[src/rtl/owb_pkg.sv]
// Shared types, codes and constants of the one-wire bus master.
package owb_pkg;

   localparam int unsigned TIMER_W   = 12;
   localparam int unsigned CSR_W     = 10;
   localparam int unsigned CSR_IDX_W = 3;
   localparam int unsigned BITCNT_W  = 4;

   localparam logic [CSR_W-1:0] RESET_LOW_INIT      = 10'd490;
   localparam logic [CSR_W-1:0] PRESENCE_INIT       = 10'd40;
   localparam logic [CSR_W-1:0] RESET_RECOVERY_INIT = 10'd450;
   localparam logic [CSR_W-1:0] WRITE_ONE_INIT      = 10'd1;
   localparam logic [CSR_W-1:0] WRITE_SLOT_INIT     = 10'd100;
   localparam logic [CSR_W-1:0] READ_SAMPLE_INIT    = 10'd15;
   localparam logic [CSR_W-1:0] READ_RECOVERY_INIT  = 10'd105;

   localparam logic [BITCNT_W-1:0] BYTE_BITS = 4'd8;
   localparam logic [BITCNT_W-1:0] ONE_BIT   = 4'd1;

   typedef enum logic [2:0] {
      OP_NONE       = 3'd0,
      OP_RESET      = 3'd1,
      OP_WRITE_BYTE = 3'd2,
      OP_READ_BYTE  = 3'd3,
      OP_WRITE_BIT  = 3'd4,
      OP_READ_BIT   = 3'd5
   } op_type;

   typedef enum logic [CSR_IDX_W-1:0] {
      CSR_RESET_LOW      = 3'd0,
      CSR_PRESENCE       = 3'd1,
      CSR_RESET_RECOVERY = 3'd2,
      CSR_WRITE_ONE      = 3'd3,
      CSR_WRITE_SLOT     = 3'd4,
      CSR_READ_SAMPLE    = 3'd5,
      CSR_READ_RECOVERY  = 3'd6
   } csr_idx_type;

   typedef enum logic [3:0] {
      PH_IDLE  = 4'b0001,
      PH_RESET = 4'b0010,
      PH_WRITE = 4'b0100,
      PH_READ  = 4'b1000
   } phase_type;

   // Slot timings, already forced to at least one microsecond.
   typedef struct packed {
      logic [CSR_W-1:0] reset_low;
      logic [CSR_W-1:0] presence_sample;
      logic [CSR_W-1:0] reset_recovery;
      logic [CSR_W-1:0] write_one;
      logic [CSR_W-1:0] write_slot;
      logic [CSR_W-1:0] read_sample;
      logic [CSR_W-1:0] read_recovery;
   } timing_type;

   typedef struct packed {
      logic       drive_low;
      logic       busy_res;
      logic       done_res;
      logic       presence;
      logic [7:0] read_data;
      logic       rejected;
   } rsp_type;

endpackage

[src/rtl/owb_csr.sv]
// Timing register file of the one-wire bus master.
module owb_csr (
   input  logic                           clock,
   input  logic                           reset,
   input  logic                           csr_valid,
   input  logic [owb_pkg::CSR_IDX_W-1:0]  csr_index,
   input  logic [owb_pkg::CSR_W-1:0]      csr_wdata,
   output owb_pkg::timing_type            timing
);

   logic [owb_pkg::CSR_W-1:0] reset_low_ff, presence_ff, reset_rec_ff;
   logic [owb_pkg::CSR_W-1:0] write_one_ff, write_slot_ff, read_sample_ff, read_rec_ff;

   function automatic logic [owb_pkg::CSR_W-1:0] at_least_one(input logic [owb_pkg::CSR_W-1:0] v);
      return (v == '0) ? owb_pkg::CSR_W'(1) : v;
   endfunction

   always_ff @(posedge clock) begin
      if (reset) begin
         reset_low_ff   <= owb_pkg::RESET_LOW_INIT;
         presence_ff    <= owb_pkg::PRESENCE_INIT;
         reset_rec_ff   <= owb_pkg::RESET_RECOVERY_INIT;
         write_one_ff   <= owb_pkg::WRITE_ONE_INIT;
         write_slot_ff  <= owb_pkg::WRITE_SLOT_INIT;
         read_sample_ff <= owb_pkg::READ_SAMPLE_INIT;
         read_rec_ff    <= owb_pkg::READ_RECOVERY_INIT;
      end else if (csr_valid) begin
         case (owb_pkg::csr_idx_type'(csr_index))
            owb_pkg::CSR_RESET_LOW:      reset_low_ff   <= csr_wdata;
            owb_pkg::CSR_PRESENCE:       presence_ff    <= csr_wdata;
            owb_pkg::CSR_RESET_RECOVERY: reset_rec_ff   <= csr_wdata;
            owb_pkg::CSR_WRITE_ONE:      write_one_ff   <= csr_wdata;
            owb_pkg::CSR_WRITE_SLOT:     write_slot_ff  <= csr_wdata;
            owb_pkg::CSR_READ_SAMPLE:    read_sample_ff <= csr_wdata;
            owb_pkg::CSR_READ_RECOVERY:  read_rec_ff    <= csr_wdata;
            default: begin
            end
         endcase
      end
   end

   // Treat a zero timing as one microsecond.
   always_comb begin
      timing.reset_low       = at_least_one(reset_low_ff);
      timing.presence_sample = at_least_one(presence_ff);
      timing.reset_recovery  = at_least_one(reset_rec_ff);
      timing.write_one       = at_least_one(write_one_ff);
      timing.write_slot      = at_least_one(write_slot_ff);
      timing.read_sample     = at_least_one(read_sample_ff);
      timing.read_recovery   = at_least_one(read_rec_ff);
   end

endmodule

[src/rtl/owb_core.sv]
// Sequencer state and per-tick step logic of the one-wire bus master.
module owb_core (
   input  logic                 clock,
   input  logic                 reset,
   input  logic                 step,
   input  logic [2:0]           opcode,
   input  logic [7:0]           data_byte,
   input  logic                 line_level,
   input  owb_pkg::timing_type  timing,
   output owb_pkg::rsp_type     rsp
);

   owb_pkg::phase_type                 phase_ff, phase_in;
   logic [owb_pkg::TIMER_W-1:0]        slot_timer_ff, slot_timer_in;
   logic [owb_pkg::BITCNT_W-1:0]       bit_count_ff, bit_count_in;
   logic [7:0]                         shift_data_ff, shift_data_in;
   owb_pkg::op_type                    active_cmd_ff, active_cmd_in;
   logic                               presence_ff, presence_in;
   logic [7:0]                         read_hold_ff, read_hold_in;

   owb_pkg::op_type                    op;
   logic                               op_valid, start;
   owb_pkg::phase_type                 eff_phase;
   logic [owb_pkg::TIMER_W-1:0]        eff_timer;
   logic [owb_pkg::BITCNT_W-1:0]       eff_bits, bits_inc;
   logic [7:0]                         eff_shift;
   owb_pkg::op_type                    eff_cmd;
   logic                               single_bit, last_bit, finished;
   logic [owb_pkg::TIMER_W-1:0]        reset_sample_t, reset_end_t, read_end_t;
   logic [owb_pkg::CSR_W-1:0]          low_len;

   always_comb begin
      op       = owb_pkg::op_type'(opcode);
      op_valid = opcode inside {[owb_pkg::OP_RESET : owb_pkg::OP_READ_BIT]};
      start    = (phase_ff == owb_pkg::PH_IDLE) && op_valid;

      // Take a new command into the working state for this tick.
      eff_phase = phase_ff;
      eff_timer = slot_timer_ff;
      eff_bits  = bit_count_ff;
      eff_shift = shift_data_ff;
      eff_cmd   = active_cmd_ff;
      if (start) begin
         eff_timer = '0;
         eff_bits  = '0;
         eff_shift = data_byte;
         eff_cmd   = op;
         case (op)
            owb_pkg::OP_RESET:                           eff_phase = owb_pkg::PH_RESET;
            owb_pkg::OP_WRITE_BYTE, owb_pkg::OP_WRITE_BIT: eff_phase = owb_pkg::PH_WRITE;
            default:                                     eff_phase = owb_pkg::PH_READ;
         endcase
      end

      single_bit = (eff_cmd == owb_pkg::OP_WRITE_BIT) || (eff_cmd == owb_pkg::OP_READ_BIT);
      bits_inc   = eff_bits + owb_pkg::BITCNT_W'(1);
      last_bit   = single_bit ? (bits_inc >= owb_pkg::ONE_BIT) : (bits_inc >= owb_pkg::BYTE_BITS);

      reset_sample_t = owb_pkg::TIMER_W'(timing.reset_low) +
                       owb_pkg::TIMER_W'(timing.presence_sample);
      reset_end_t    = reset_sample_t + owb_pkg::TIMER_W'(timing.reset_recovery) -
                       owb_pkg::TIMER_W'(1);
      read_end_t     = owb_pkg::TIMER_W'(timing.read_sample) +
                       owb_pkg::TIMER_W'(timing.read_recovery) - owb_pkg::TIMER_W'(1);
      low_len = (eff_shift[0] && (timing.write_one < timing.write_slot)) ?
                timing.write_one : timing.write_slot;

      phase_in      = eff_phase;
      slot_timer_in = eff_timer;
      bit_count_in  = eff_bits;
      shift_data_in = eff_shift;
      active_cmd_in = eff_cmd;
      presence_in   = presence_ff;
      read_hold_in  = read_hold_ff;
      finished      = 1'b0;
      rsp.drive_low = 1'b0;

      case (eff_phase)
         owb_pkg::PH_RESET: begin
            rsp.drive_low = eff_timer < owb_pkg::TIMER_W'(timing.reset_low);
            if (eff_timer == reset_sample_t) presence_in = ~line_level;
            if (eff_timer >= reset_end_t) finished = 1'b1;
            else slot_timer_in = eff_timer + owb_pkg::TIMER_W'(1);
         end
         owb_pkg::PH_WRITE: begin
            rsp.drive_low = eff_timer < owb_pkg::TIMER_W'(low_len);
            if (eff_timer >= owb_pkg::TIMER_W'(timing.write_slot)) begin
               shift_data_in = {1'b0, eff_shift[7:1]};
               bit_count_in  = bits_inc;
               if (last_bit) finished = 1'b1;
               else slot_timer_in = '0;
            end else begin
               slot_timer_in = eff_timer + owb_pkg::TIMER_W'(1);
            end
         end
         owb_pkg::PH_READ: begin
            rsp.drive_low = eff_timer == '0;
            if (eff_timer == owb_pkg::TIMER_W'(timing.read_sample))
               shift_data_in = {line_level, eff_shift[7:1]};
            if (eff_timer >= read_end_t) begin
               bit_count_in = bits_inc;
               if (last_bit) begin
                  read_hold_in = single_bit ? {7'd0, shift_data_in[7]} : shift_data_in;
                  finished     = 1'b1;
               end else begin
                  slot_timer_in = '0;
               end
            end else begin
               slot_timer_in = eff_timer + owb_pkg::TIMER_W'(1);
            end
         end
         default: begin
         end
      endcase

      if (finished) begin
         phase_in      = owb_pkg::PH_IDLE;
         slot_timer_in = '0;
         bit_count_in  = '0;
         active_cmd_in = owb_pkg::OP_NONE;
      end

      rsp.busy_res  = eff_phase != owb_pkg::PH_IDLE;
      rsp.done_res  = finished;
      rsp.presence  = presence_in;
      rsp.read_data = read_hold_in;
      rsp.rejected  = (phase_ff != owb_pkg::PH_IDLE) && op_valid;
   end

   always_ff @(posedge clock) begin
      if (reset) begin
         phase_ff      <= owb_pkg::PH_IDLE;
         slot_timer_ff <= '0;
         bit_count_ff  <= '0;
         shift_data_ff <= '0;
         active_cmd_ff <= owb_pkg::OP_NONE;
         presence_ff   <= 1'b0;
         read_hold_ff  <= '0;
      end else if (step) begin
         phase_ff      <= phase_in;
         slot_timer_ff <= slot_timer_in;
         bit_count_ff  <= bit_count_in;
         shift_data_ff <= shift_data_in;
         active_cmd_ff <= active_cmd_in;
         presence_ff   <= presence_in;
         read_hold_ff  <= read_hold_in;
      end
   end

   a_done_goes_idle: assert property (@(posedge clock) disable iff (reset)
      step && rsp.done_res |=> phase_ff == owb_pkg::PH_IDLE)
      else $error("sequence finished but phase did not return to idle");

   a_start_leaves_idle: assert property (@(posedge clock) disable iff (reset)
      step && start && !rsp.done_res |=> phase_ff != owb_pkg::PH_IDLE)
      else $error("accepted command did not start a sequence");

   a_hold_without_step: assert property (@(posedge clock) disable iff (reset)
      !step |=> $stable(slot_timer_ff) && $stable(phase_ff) && $stable(shift_data_ff))
      else $error("sequencer state moved without an accepted tick");

endmodule

[src/rtl/owb_out.sv]
// Two-entry result buffer that decouples the step logic from the result channel.
module owb_out (
   input  logic              clock,
   input  logic              reset,
   input  logic              in_valid,
   input  owb_pkg::rsp_type  in_rsp,
   output logic              full,
   output logic              rsp_valid,
   input  logic              rsp_stall,
   output owb_pkg::rsp_type  rsp
);

   logic             head_valid_ff, head_valid_in;
   logic             skid_valid_ff, skid_valid_in;
   owb_pkg::rsp_type head_ff, head_in;
   owb_pkg::rsp_type skid_ff, skid_in;
   logic             pop;

   always_comb begin
      pop           = head_valid_ff && !rsp_stall;
      head_valid_in = head_valid_ff;
      skid_valid_in = skid_valid_ff;
      head_in       = head_ff;
      skid_in       = skid_ff;
      if (!head_valid_ff || pop) begin
         // Refill the head from the skid entry first, else from the new item.
         if (skid_valid_ff) begin
            head_in       = skid_ff;
            head_valid_in = 1'b1;
            skid_valid_in = 1'b0;
         end else begin
            head_in       = in_rsp;
            head_valid_in = in_valid;
         end
      end else if (in_valid) begin
         skid_in       = in_rsp;
         skid_valid_in = 1'b1;
      end
   end

   always_ff @(posedge clock) begin
      if (reset) begin
         head_valid_ff <= 1'b0;
         skid_valid_ff <= 1'b0;
      end else begin
         head_valid_ff <= head_valid_in;
         skid_valid_ff <= skid_valid_in;
      end
      head_ff <= head_in;
      skid_ff <= skid_in;
   end

   assign full      = skid_valid_ff;
   assign rsp_valid = head_valid_ff;
   assign rsp       = head_ff;

   a_skid_needs_head: assert property (@(posedge clock) disable iff (reset)
      skid_valid_ff |-> head_valid_ff)
      else $error("skid entry held without a head entry");

   a_no_push_when_full: assert property (@(posedge clock) disable iff (reset)
      in_valid |-> !skid_valid_ff)
      else $error("item pushed into a full result buffer");

   a_skid_drains: assert property (@(posedge clock) disable iff (reset)
      skid_valid_ff && pop |=> head_valid_ff && !skid_valid_ff)
      else $error("skid entry not moved to head after a pop");

endmodule

[src/rtl/onewire_bus_master.sv]
// Top level of the one-wire bus master: timing registers, step logic, result buffer.
//
//   channel  direction  handshake             payload
//   req      in         req_valid/req_stall   opcode, data_byte, line_level
//   rsp      out        rsp_valid/rsp_stall   drive_low, busy_res, done_res, presence,
//                                             read_data, rejected
//   csr      in         csr_valid/csr_ready   csr_index, csr_wdata
//
// One item is one microsecond tick and is accepted every cycle while req_stall is low;
// its result is registered in the result buffer and shown from its head entry.
// The step logic between the sequencer state and the result buffer is combinational.
// Reset clears the sequencer, the result buffer and loads the default timings.
// A two-entry result buffer keeps req_stall low until two results are waiting,
// so a stall on the result side reaches the request side once the skid entry fills.
// csr_ready is always high; registers are to be written while no item is in flight,
// which the block itself does not enforce.
module onewire_bus_master (
   input  logic                           clock,
   input  logic                           reset,
   input  logic                           req_valid,
   output logic                           req_stall,
   input  logic [2:0]                     req_opcode,
   input  logic [7:0]                     req_data_byte,
   input  logic                           req_line_level,
   output logic                           rsp_valid,
   input  logic                           rsp_stall,
   output logic                           rsp_drive_low,
   output logic                           rsp_busy_res,
   output logic                           rsp_done_res,
   output logic                           rsp_presence,
   output logic [7:0]                     rsp_read_data,
   output logic                           rsp_rejected,
   input  logic                           csr_valid,
   output logic                           csr_ready,
   input  logic [owb_pkg::CSR_IDX_W-1:0]  csr_index,
   input  logic [owb_pkg::CSR_W-1:0]      csr_wdata
);

   owb_pkg::timing_type timing;
   owb_pkg::rsp_type    step_rsp;
   owb_pkg::rsp_type    out_rsp;
   logic                full;
   logic                step;

   // Advance the sequencer only on an accepted tick.
   assign step      = req_valid && !req_stall;
   assign req_stall = full;
   assign csr_ready = 1'b1;

   owb_csr u_csr (
      .clock     (clock),
      .reset     (reset),
      .csr_valid (csr_valid),
      .csr_index (csr_index),
      .csr_wdata (csr_wdata),
      .timing    (timing)
   );

   owb_core u_core (
      .clock      (clock),
      .reset      (reset),
      .step       (step),
      .opcode     (req_opcode),
      .data_byte  (req_data_byte),
      .line_level (req_line_level),
      .timing     (timing),
      .rsp        (step_rsp)
   );

   owb_out u_out (
      .clock     (clock),
      .reset     (reset),
      .in_valid  (step),
      .in_rsp    (step_rsp),
      .full      (full),
      .rsp_valid (rsp_valid),
      .rsp_stall (rsp_stall),
      .rsp       (out_rsp)
   );

   assign rsp_drive_low = out_rsp.drive_low;
   assign rsp_busy_res  = out_rsp.busy_res;
   assign rsp_done_res  = out_rsp.done_res;
   assign rsp_presence  = out_rsp.presence;
   assign rsp_read_data = out_rsp.read_data;
   assign rsp_rejected  = out_rsp.rejected;

endmodule

[config.mk]
export PLATFORM = sky130hd
export DESIGN_NAME = onewire_bus_master
export DESIGN_NICKNAME = d
export VERILOG_FILES = /design/src/rtl/owb_pkg.sv /design/src/rtl/owb_csr.sv /design/src/rtl/owb_core.sv /design/src/rtl/owb_out.sv /design/src/rtl/onewire_bus_master.sv
export SDC_FILE = /design/constraint.sdc
export NUM_CORES = 1
export LEC_CHECK = 0
export BUFFER_PORTS_ARGS = -buffer_cell sky130_fd_sc_hd__buf_2
export CORE_MARGIN = 5
export CORE_UTILIZATION = 32
export CTS_CLUSTER_DIAMETER = 30
export DETAILED_ROUTE_END_ITERATION = 10
export SLEW_MARGIN = 15
export SYNTH_ARGS = -nofsm -noshare
export SYNTH_HDL_FRONTEND = slang
export SYNTH_SLANG_ARGS = --single-unit
[constraint.sdc]
create_clock -name clock -period 16.45 [get_ports clock]
set_clock_uncertainty 0.1 [all_clocks]
set_input_delay 0.8225 -clock clock [delete_from_list [all_inputs] [get_ports clock]]
set_output_delay 0.8225 -clock clock [all_outputs]
set_load 0.02 [all_outputs]
==> results of run 1 <==
## final cells by class
cell class	count	area [um2]
Clock buffer	22	444
Clock inverter	9	103
Fill cell	3296	20300
Inverter	85	319
Multi-Input combinational cell	977	6500
Sequential cell	137	3000
Tap cell	402	503
Timing Repair Buffer	60	340
## cell families after synthesis
| family | count (synthesis) | synth area share [%] |
|---|---|---|
| buffers and inverters | 185 | 7.11 |
| other | 1 | 0.0368 |
| flip-flops | 137 | 29.4 |
| XOR/XNOR | 46 | 4.10 |
| multiplexers | 28 | 2.96 |
| adder cells (fa/ha/maj) | 109 | 13.6 |
| AO/OA/AOI/OAI | 299 | 19.7 |
| AND/OR/NAND/NOR | 494 | 23.1 |
## synthesized netlist by cell type, types with 18 or more instances
cell type and count:
mux2i_1 20, ha_1 106, nor3_1 31, dfxtp_1 111, inv_1 84, nand2_1 202, nor2_1 107, a21oi_1 92
clkbuf_1 84, xnor2_1 28, edfxtp_1 26, o21ai_0 41, nand3_1 23, a21o_1 23, a211o_1 18, nor3b_1 18
## layer usage
layer / track usage, % / part of all wire (%) / up-vias
li1: - / - / 4535
met1: 24.0 / 49 / 4343
met2: 25.1 / 43 / 248
met3: 2.76 / 4.8 / 49
met4: 4.79 / 2.2 / 0
met5: 0 / 0 / -
## how the worst min path moves through the flow
stage / from / end / slack (ns) / cells past startpoint
after global placement: u_core.active_cmd_ff[2] / u_core.active_cmd_ff[2] / 0.34 / 2
after detailed placement: u_csr.reset_rec_ff[4] / u_csr.reset_rec_ff[4] / 0.35 / 2
after floorplan: u_core.active_cmd_ff[2] / u_core.active_cmd_ff[2] / 0.33 / 2
after global routing: u_csr.reset_rec_ff[0] / u_csr.reset_rec_ff[0] / 0.38 / 2
final: u_csr.reset_rec_ff[5] / u_csr.reset_rec_ff[5] / 0.35 / 2
after CTS: u_csr.reset_rec_ff[4] / u_csr.reset_rec_ff[4] / 0.36 / 2
## through the flow
step | hold slack (ns) | cell area [um2] | cells
final | 0.355 | 11200 | 1692
after global routing | 0.379 | 11200 | 1692
after CTS | 0.356 | 11200 | 1691
after detailed placement | 0.348 | 10600 | 1660
after global placement | 0.339 | 10600 | 1660
after floorplan | 0.327 | 10200 | 1299
## worst max-delay path, delay by kind of cell (launching register included)
family / cells / cell delay (ns)
AO/OA/AOI/OAI: 12 / 3.05
buffers and inverters: 3 / 0.28
adder cells (fa/ha/maj): 5 / 1.42
XOR/XNOR: 2 / 0.37
flip-flops: 1 / 0.40
AND/OR/NAND/NOR: 6 / 1.15
## power by group through the flow
stage	Clock [W]	Sequential, W	Combinational, W
after floorplan	0	0.000370	0.000163
after global placement	0	0.000370	0.000216
after detailed placement	0	0.000371	0.000219
final	0.000366	0.000363	0.000222
after global routing	0.000387	0.000365	0.000250
after CTS	0.000373	0.000363	0.000220
## state kept, by name (all words and copies together) (netlist names), 10 cells and up
register	flops
u_csr.write_one_ff	10
u_csr.presence_ff	10
u_csr.reset_low_ff	10
u_csr.write_slot_ff	10
u_out.rsp	13
u_core.slot_timer_ff	12
u_csr.reset_rec_ff	10
u_csr.read_rec_ff	10
u_csr.read_sample_ff	10
u_out.skid_ff	13
==> impl_metrics.json, run 1 <==
{
  "ant_nets": 0,
  "io_buffers": 44,
  "place_ws_ns": 9.62,
  "power_frac_comb_pct": 23.3,
  "path_class": "reg -> reg",
  "dieArea_um2": 35500,
  "ios": 46,
  "synth_edf_count": 26,
  "final.setup.tns_ns": 0,
  "clockBufferDepth": 2,
  "yosys-top-cells-area": "dfxtp_1 (22%), ha_1 (13%), edfxtp_1 (7.7%), nand2_1 (7.4%), a21oi_1 (4.5%)",
  "worstHoldPathType": "reg -> reg",
  "syn_nets": 1438,
  "cts_root_buf": "clkbuf_16",
  "cp_data_required_time_ns": 16.71,
  "drt_first_iter_violations": 726,
  "grt_pass1_wl_um": 47100,
  "syn_area_um2": 10200,
  "rows": 65,
  "gp_congestion": 0.855,
  "power_switching_w": 0.000293,
  "rsz0062_at_grt": "no",
  "final_cell_mix": "nand2_1 (202), dfxtp_1 (111), nor2_1 (107)",
  "crit_start": "u_csr.reset_low_ff[1]",
  "dp_hpwl_um": 22000,
  "hold_viol": 0,
  "synth_top_area_share_pct": 21.8,
  "grt_max_degree": 90,
  "grt_pass1_vias": 8505,
  "clock_latency_ns": 0.44,
  "clock_sinks": 137,
  "maxCapViolCount": 0,
  "routed_wirelength_um": 29200,
  "outcome": "finished, final reports clean",
  "crit_top_cell": "ha_1",
  "ys_types": 75,
  "wl_per_cell_um": 17.3,
  "grt_use_total_pct": 16.5,
  "grt_overflow": 0,
  "fp.coreArea_um2": 31600,
  "cts.clk_slew.worst_paths_ns": 0.06,
  "synthArstFlopShare_pct": 0,
  "reg2reg_to": "u_core.slot_timer_ff[8]",
  "cts_tree": "yes",
  "final_common_cell": "nand2_1",
  "syn_area_per_cell_um2": 7.85,
  "antenna_found_initial": 0,
  "synth_seq_cells": 137,
  "die_x_um": 189,
  "relSlewSlack_pct": 35.3,
  "die_h_um": 189,
  "clock.fmax_ghz": 0.146,
  "crit_end": "u_core.slot_timer_ff[8]",
  "critPathArrivalTime_ns": 7.12,
  "switching_share_pct": 30.8,
  "initial_utilization_pct": 32.3,
  "fin_crit_sh_pct": 41.7,
  "finalNetCount": 1417,
  "post_cts_resized": 0,
  "power.density_nw_per_um2": 84.9,
  "final_util_pct": 35.5,
  "cts_buffers": 17,
  "yosys_warnings": 0,
  "r2r_start": "u_csr.reset_low_ff[1]",
  "yosysTopAreaCell": "dfxtp_1",
  "cpMaxStageDelayCell": "a2111oi_0",
  "ir_drop_mv": 0.0736,
  "p_int_w": 0.000658,
  "p_leak_nw": 4.81,
  "finalMaxSlewViolations": 0,
  "endpoint_kind": "flop",
  "cts.hold.buffers_added": 0,
  "start_kind": "flop",
  "worstMarginPinSlew_ns": 0.963,
  "worst_slack_ns": 9.59,
  "period_needed_ns": 6.86,
  "ys_seq_area_share_pct": 29.4,
  "critPathMaxStageDelay_ns": 0.52,
  "crit_fanout": 8,
  "ys.flop_type": "dfxtp_1",
  "p_seq_share_pct": 38.2,
  "dr.pass1.iters": 7,
  "layout-drive-gt1-share_pct": 8.45,
  "insertedDiodeCount": 0,
  "via_count": 9175,
  "htreeDepth": 4,
  "drc": 0,
  "rrSetupSlack_ns": 9.59,
  "viasPerCell": 5.42,
  "setup_viol": 0,
  "finalPower_w": 0.000952,
  "power_frac_clock_pct": 38.5,
  "area_delta_synth_final_pct": 9.87,
  "postCtsSetupBuffers": 0,
  "r2r_cells": 28,
  "synthCells": 1299
}
(Power assumes the default switching activity.)
==> run 2, diff against run 1 <==
clock period = 6.04 ns   (was 16.45 ns; I/O delays follow)
==> run 2 against run 1 <==
Against the previous run: via count is 1.7% higher; final cell count is 2.4% higher; routed wire length is 4.1% higher; flip-flop and latch count stayed put; register-to-register slack worse by 9.2 ns; critical path type unchanged; largest power group unchanged.
==> impl_metrics.json, run 2 (synthesized netlist as in run 1, its figures left out) <==
{
  "reg2reg_to": "u_core.slot_timer_ff[11]",
  "p_leak_nw": 5.05,
  "rrSetupSlack_ns": 0.38,
  "path_class": "reg -> reg",
  "finalPower_w": 0.00272,
  "antenna_found_initial": 0,
  "ir_drop_mv": 0.190,
  "r2r_start": "u_csr.reset_low_ff[6]",
  "io_buffers": 44,
  "layout-drive-gt1-share_pct": 12.8,
  "outcome": "finished, final reports clean",
  "stdcell_area_um2": 11700,
  "final_util_pct": 37.0,
  "grt_pass1_wl_um": 48800,
  "place_area_um2": 10900,
  "dp_hpwl_um": 23000,
  "crit_fanout": 7,
  "critPathArrivalTime_ns": 5.89,
  "initial_utilization_pct": 32.3,
  "worstHoldPathType": "in -> reg",
  "drc": 0,
  "fp.coreArea_um2": 31600,
  "clockBufferDepth": 2,
  "grt_max_degree": 84,
  "clock_sinks": 137,
  "worst_slack_ns": 0.376,
  "routed_wirelength_um": 30400,
  "power.density_nw_per_um2": 233,
  "ant_nets": 0,
  "worstMarginPinSlew_ns": 1.09,
  "cts_tree": "yes",
  "via_count": 9331,
  "dieArea_um2": 35500,
  "finalNetCount": 1457,
  "crit_end": "u_core.slot_timer_ff[11]",
  "die_h_um": 189,
  "hold_viol": 0,
  "finalMaxSlewViolations": 0,
  "drt_first_iter_violations": 677,
  "r2r_cells": 30,
  "viasPerCell": 5.39,
  "place_ws_ns": -0.149,
  "final_common_cell": "nand2_1",
  "clock_latency_ns": 0.42,
  "ios": 46,
  "crit_start": "u_csr.reset_low_ff[6]",
  "die_x_um": 189,
  "period_needed_ns": 5.66,
  "dr.pass1.iters": 5,
  "regArea_um2": 3000,
  "cts_buffers": 17,
  "cp_data_required_time_ns": 6.27,
  "grt_overflow": 0,
  "multi_input_area_um2": 6590,
  "grt_use_total_pct": 16.9,
  "final_cell_mix": "nand2_1 (202), dfxtp_1 (111), nor2_1 (105), ha_1 (105), a21oi_1 (88)",
  "wl_per_cell_um": 17.6,
  "cts.clk_slew.worst_paths_ns": 0.07,
  "maxCapViolCount": 0,
  "fill_cells": 3281,
  "grt_pass1_vias": 8979,
  "insertedDiodeCount": 0,
  "cts_root_buf": "clkbuf_16",
  "gp_congestion": 0.895,
  "critPathMaxStageDelay_ns": 0.35,
  "relSlewSlack_pct": 27.3,
  "htreeDepth": 4,
  "fin_crit_sh_pct": 93.8,
  "rsz0062_at_grt": "no",
  "rows": 65,
  "area_delta_synth_final_pct": 14.4,
  "cpMaxStageDelayCell": "dfxtp_1",
  "endpoint_kind": "flop",
  "clock.fmax_ghz": 0.177,
  "start_kind": "flop",
  "setup_viol": 0
}
-- run 2: cell count changes in the layout (fill, tap and decap cells not counted), moves of 3 or more --
cell      previous run  this run
a21oi_1             92        88
a21oi_2              0         4
buf_4               16        56
clkbuf_1             5         1
clkbuf_8             0         4
clkinv_2             4         1
clkinv_4             1         4
-- run 2: worst max-delay path, delay by kind of cell, from the launching register on --
| kind | cells | cell delay (ns) |
|---|---|---|
| buffers and inverters | 5 | 0.51 |
| DFF | 1 | 0.35 |
| and+or+nand+nor | 4 | 0.80 |
| AOI/OAI and AO/OA | 15 | 2.48 |
| xor gates and xnor gates | 2 | 0.31 |
| adders and majority gates | 4 | 1.01 |
-- run 2: metrics by stage --
step / TNS [ns] / hold WS (ns) / cells
floorplan: 0 / 0.320 / 1299
global placement: -0.0377 / 0.339 / 1691
detailed placement: -0.352 / 0.343 / 1691
CTS: 0 / 0.0905 / 1722
global route: 0 / 0.118 / 1732
finish: 0 / 0.106 / 1732
-- run 2: worst min path at each step --
stage                                       start                      end  slack (ns)  depth (start not counted)
final                                   req_valid          u_out.rsp_valid        0.11                          3
after floorplan                      csr_wdata[1]    u_csr.reset_low_ff[1]        0.32                          1
after global routing                    req_valid          u_out.rsp_valid        0.12                          3
after global placement    u_core.active_cmd_ff[2]  u_core.active_cmd_ff[2]        0.34                          2
after detailed placement  u_core.active_cmd_ff[2]  u_core.active_cmd_ff[2]        0.34                          2
after CTS                               req_valid          u_out.rsp_valid        0.09                          3
-- run 2: cell type report --
| type | count | area share, % |
|---|---|---|
| Timing Repair Buffer | 100 | 5.49 |
| Inverter | 85 | 2.73 |
| Clock inverter | 8 | 0.933 |
| Clock buffer | 23 | 4.36 |
| Tap cell | 402 | 4.31 |
| Sequential cell | 137 | 25.7 |
| Multi-Input combinational cell | 977 | 56.4 |
-- run 2: timing repair --
| action | 4_1_cts | 5_1_grt |
|---|---|---|
| gates resized for setup | 4 | 20 |
| hold buffers | 0 | 0 |
| endpoints found under the hold margin | 0 | 0 |
| pin swaps | 1 | 10 |
| setup buffers | 0 | 10 |
| setup endpoints to repair | 8 | 38 |
| gates cloned | 0 | 0 |
-- run 2: layer usage --
metal | part of all wire (%) | track usage (%)
met1 | 48 | 23.8
met2 | 45 | 27.4
met3 | 5.3 | 2.56
met4 | 1.7 | 3.81
met5 | 0 | 0
-- run 2: power by group --
group	leakage [nW]	switching, W	internal [W]
Clock	0.305	0.000422	0.000679
Combinational	3.59	0.000389	0.000244
Sequential	1.16	0.0000238	0.000964
==> run 3, diff against run 2 <==
==> constraint.sdc (replaced) <==
create_clock -name clock -period 6.04 [get_ports clock]
set_clock_uncertainty 0.1 [all_clocks]
set_input_delay 0 -clock clock [delete_from_list [all_inputs] [get_ports clock]]
set_output_delay 0 -clock clock [all_outputs]
set_load 0.02 [all_outputs]
==> run 3 against run 2 <==
Against the previous run: design area is 1.6% higher; core utilization is 0.59 points higher; via count up 0.64%; first-iteration DRC count grew 31%; combinational power up 3.2%; global-route usage is essentially flat; critical path depth down 2; power is 3.0% higher; non-clock buffer count is 11 higher; critical endpoint is now u_core.slot_timer_ff[8].
==> impl_metrics.json, run 3 (synthesized netlist as in run 1, its figures left out) <==
{
  "initial_utilization_pct": 32.3,
  "cpMaxStageDelayCell": "fa_2",
  "grt_pass1_wl_um": 49100,
  "clock.fmax_ghz": 0.175,
  "grt_pass1_vias": 8829,
  "dieArea_um2": 35500,
  "drc": 0,
  "die_x_um": 189,
  "ant_nets": 0,
  "fin_crit_sh_pct": 94.9,
  "reg2reg_to": "u_core.slot_timer_ff[8]",
  "min-delay-start": "req_data_byte[2]",
  "r2r_cells": 28,
  "worstMarginPinSlew_ns": 1.11,
  "finalMaxSlewViolations": 0,
  "dr.pass1.iters": 6,
  "ir_drop_mv": 0.208,
  "hold_viol": 0,
  "critPathMaxStageDelay_ns": 0.55,
  "drt_first_iter_violations": 884,
  "power.density_nw_per_um2": 237,
  "dp_hpwl_um": 22700,
  "endpoint_kind": "flop",
  "crit_fanout": 7,
  "p_leak_nw": 5.11,
  "rrSetupSlack_ns": 0.31,
  "gp_congestion": 0.908,
  "place_ws_ns": -0.149,
  "via_count": 9391,
  "io_buffers": 44,
  "final_common_cell": "nand2_1",
  "rows": 65,
  "clockBufferDepth": 2,
  "worstHoldPathType": "in -> reg",
  "fp.coreArea_um2": 31600,
  "viasPerCell": 5.38,
  "worst_slack_ns": 0.311,
  "period_needed_ns": 5.73,
  "path_class": "reg -> reg",
  "maxCapViolCount": 0,
  "fill_cells": 3262,
  "ios": 46,
  "critPathArrivalTime_ns": 5.96,
  "hold_end": "u_core.shift_data_ff[1]",
  "cts_buffers": 17,
  "htreeDepth": 4,
  "die_h_um": 189,
  "cts.clk_slew.worst_paths_ns": 0.07,
  "start_kind": "flop",
  "crit_top_cell": "ha_1",
  "antenna_found_initial": 0,
  "clock_latency_ns": 0.42,
  "min_path_cells": 5,
  "outcome": "finished, final reports clean",
  "grt_max_degree": 86,
  "final_cell_mix": "nand2_1 (202), ha_1 (106), nor2_1 (105)",
  "grt_overflow": 0,
  "relSlewSlack_pct": 25.4,
  "layout-drive-gt1-share_pct": 12.7,
  "regArea_um2": 3010,
  "wl_per_cell_um": 17.5,
  "cts_root_buf": "clkbuf_16",
  "setup_viol": 0,
  "final.setup.tns_ns": 0,
  "grt_use_total_pct": 16.9,
  "insertedDiodeCount": 0,
  "cp_data_required_time_ns": 6.27,
  "clock_sinks": 137,
  "area_delta_synth_final_pct": 16.3,
  "routed_wirelength_um": 30400,
  "cts_tree": "yes",
  "finalNetCount": 1468,
  "multi_input_area_um2": 6600,
  "r2r_start": "u_csr.presence_ff[7]"
}
-- run 3: changes by cell type in the layout (fill, tap and decap cells not counted), moves of 2 or more --
cell / previous run / this run
buf_4: 56 / 46
bufinv_16: 2 / 5
clkbuf_8: 4 / 0
dfxtp_1: 111 / 103
dfxtp_2: 0 / 8
dlygate4sd3_1: 0 / 21
fa_1: 3 / 1
fa_2: 0 / 2
inv_6: 1 / 3
o21ai_1: 3 / 1
-- run 3: per-stage QoR --
step | instances | hold WS (ns) | util [%] | total power [W] | cell area, um2
5_1_grt | 1744 | 0.0654 | 37.6 | 0.00294 | 11900
3_5_place_dp | 1688 | 0.217 | 34.4 | 0.00162 | 10900
3_3_place_gp | 1688 | 0.217 | 34.4 | 0.00162 | 10900
4_1_cts | 1741 | 0.0150 | 37.2 | 0.00280 | 11700
6_report | 1744 | 0.0237 | 37.6 | 0.00280 | 11900
2_1_floorplan | 1299 | 0.0178 | - | 0.00145 | 10200
-- run 3: worst max-delay path, delay by kind of cell (launching register included) --
| family | cells | cell delay, ns |
|---|---|---|
| compound gates | 12 | 2.18 |
| buf+inv | 4 | 0.36 |
| xor+xnor | 1 | 0.10 |
| simple gates | 5 | 0.67 |
| fa+ha+maj | 6 | 1.88 |
| flops | 1 | 0.39 |
-- run 3: how the worst max path moves through the flow --
stage | slack, ns | from | end
floorplan | 0.22 | u_csr.presence_ff[1] | u_core.slot_timer_ff[8]
global placement | -0.02 | u_csr.reset_low_ff[6] | u_core.slot_timer_ff[8]
detailed placement | -0.15 | u_csr.reset_low_ff[6] | u_core.slot_timer_ff[8]
CTS | 0.04 | u_csr.presence_ff[7] | u_core.slot_timer_ff[8]
global route | -0.01 | u_csr.reset_low_ff[4] | u_core.slot_timer_ff[11]
finish | 0.31 | u_csr.presence_ff[7] | u_core.slot_timer_ff[8]
-- run 3: final cells by class --
class	count	area share (%)
repair buffers	111	6.54
multi-input cells	977	55.7
flip-flops and latches	137	25.4
clock buffers	19	3.65
inverters	85	2.69
clock inverters	13	1.81
well taps	402	4.24
-- run 3: layer usage --
metal | vias to the layer above | global-route usage, % | share of wire, %
li1 | 4646 | - | -
met1 | 4399 | 24.2 | 48
met2 | 316 | 27.4 | 46
met3 | 30 | 2.19 | 5.4
met4 | 0 | 3.08 | 1.2
met5 | - | 0 | 0
-- run 3: report_power, final --
part / internal [W] / total (W) / switching [W] / leakage, nW
registers: 0.000964 / 0.000988 / 0.0000237 / 1.16
clock network: 0.000739 / 0.00116 / 0.000425 / 0.313
logic: 0.000257 / 0.000653 / 0.000396 / 3.64
-- run 3: what timing repair did --
item | 4_1_cts | 5_1_grt
endpoints found under the setup margin | 7 | 39
hold endpoints to repair | 96 | 0
hold buffers | 21 | 0
setup buffers | 0 | 3
pin swaps | 0 | 10
gates resized for setup | 6 | 28
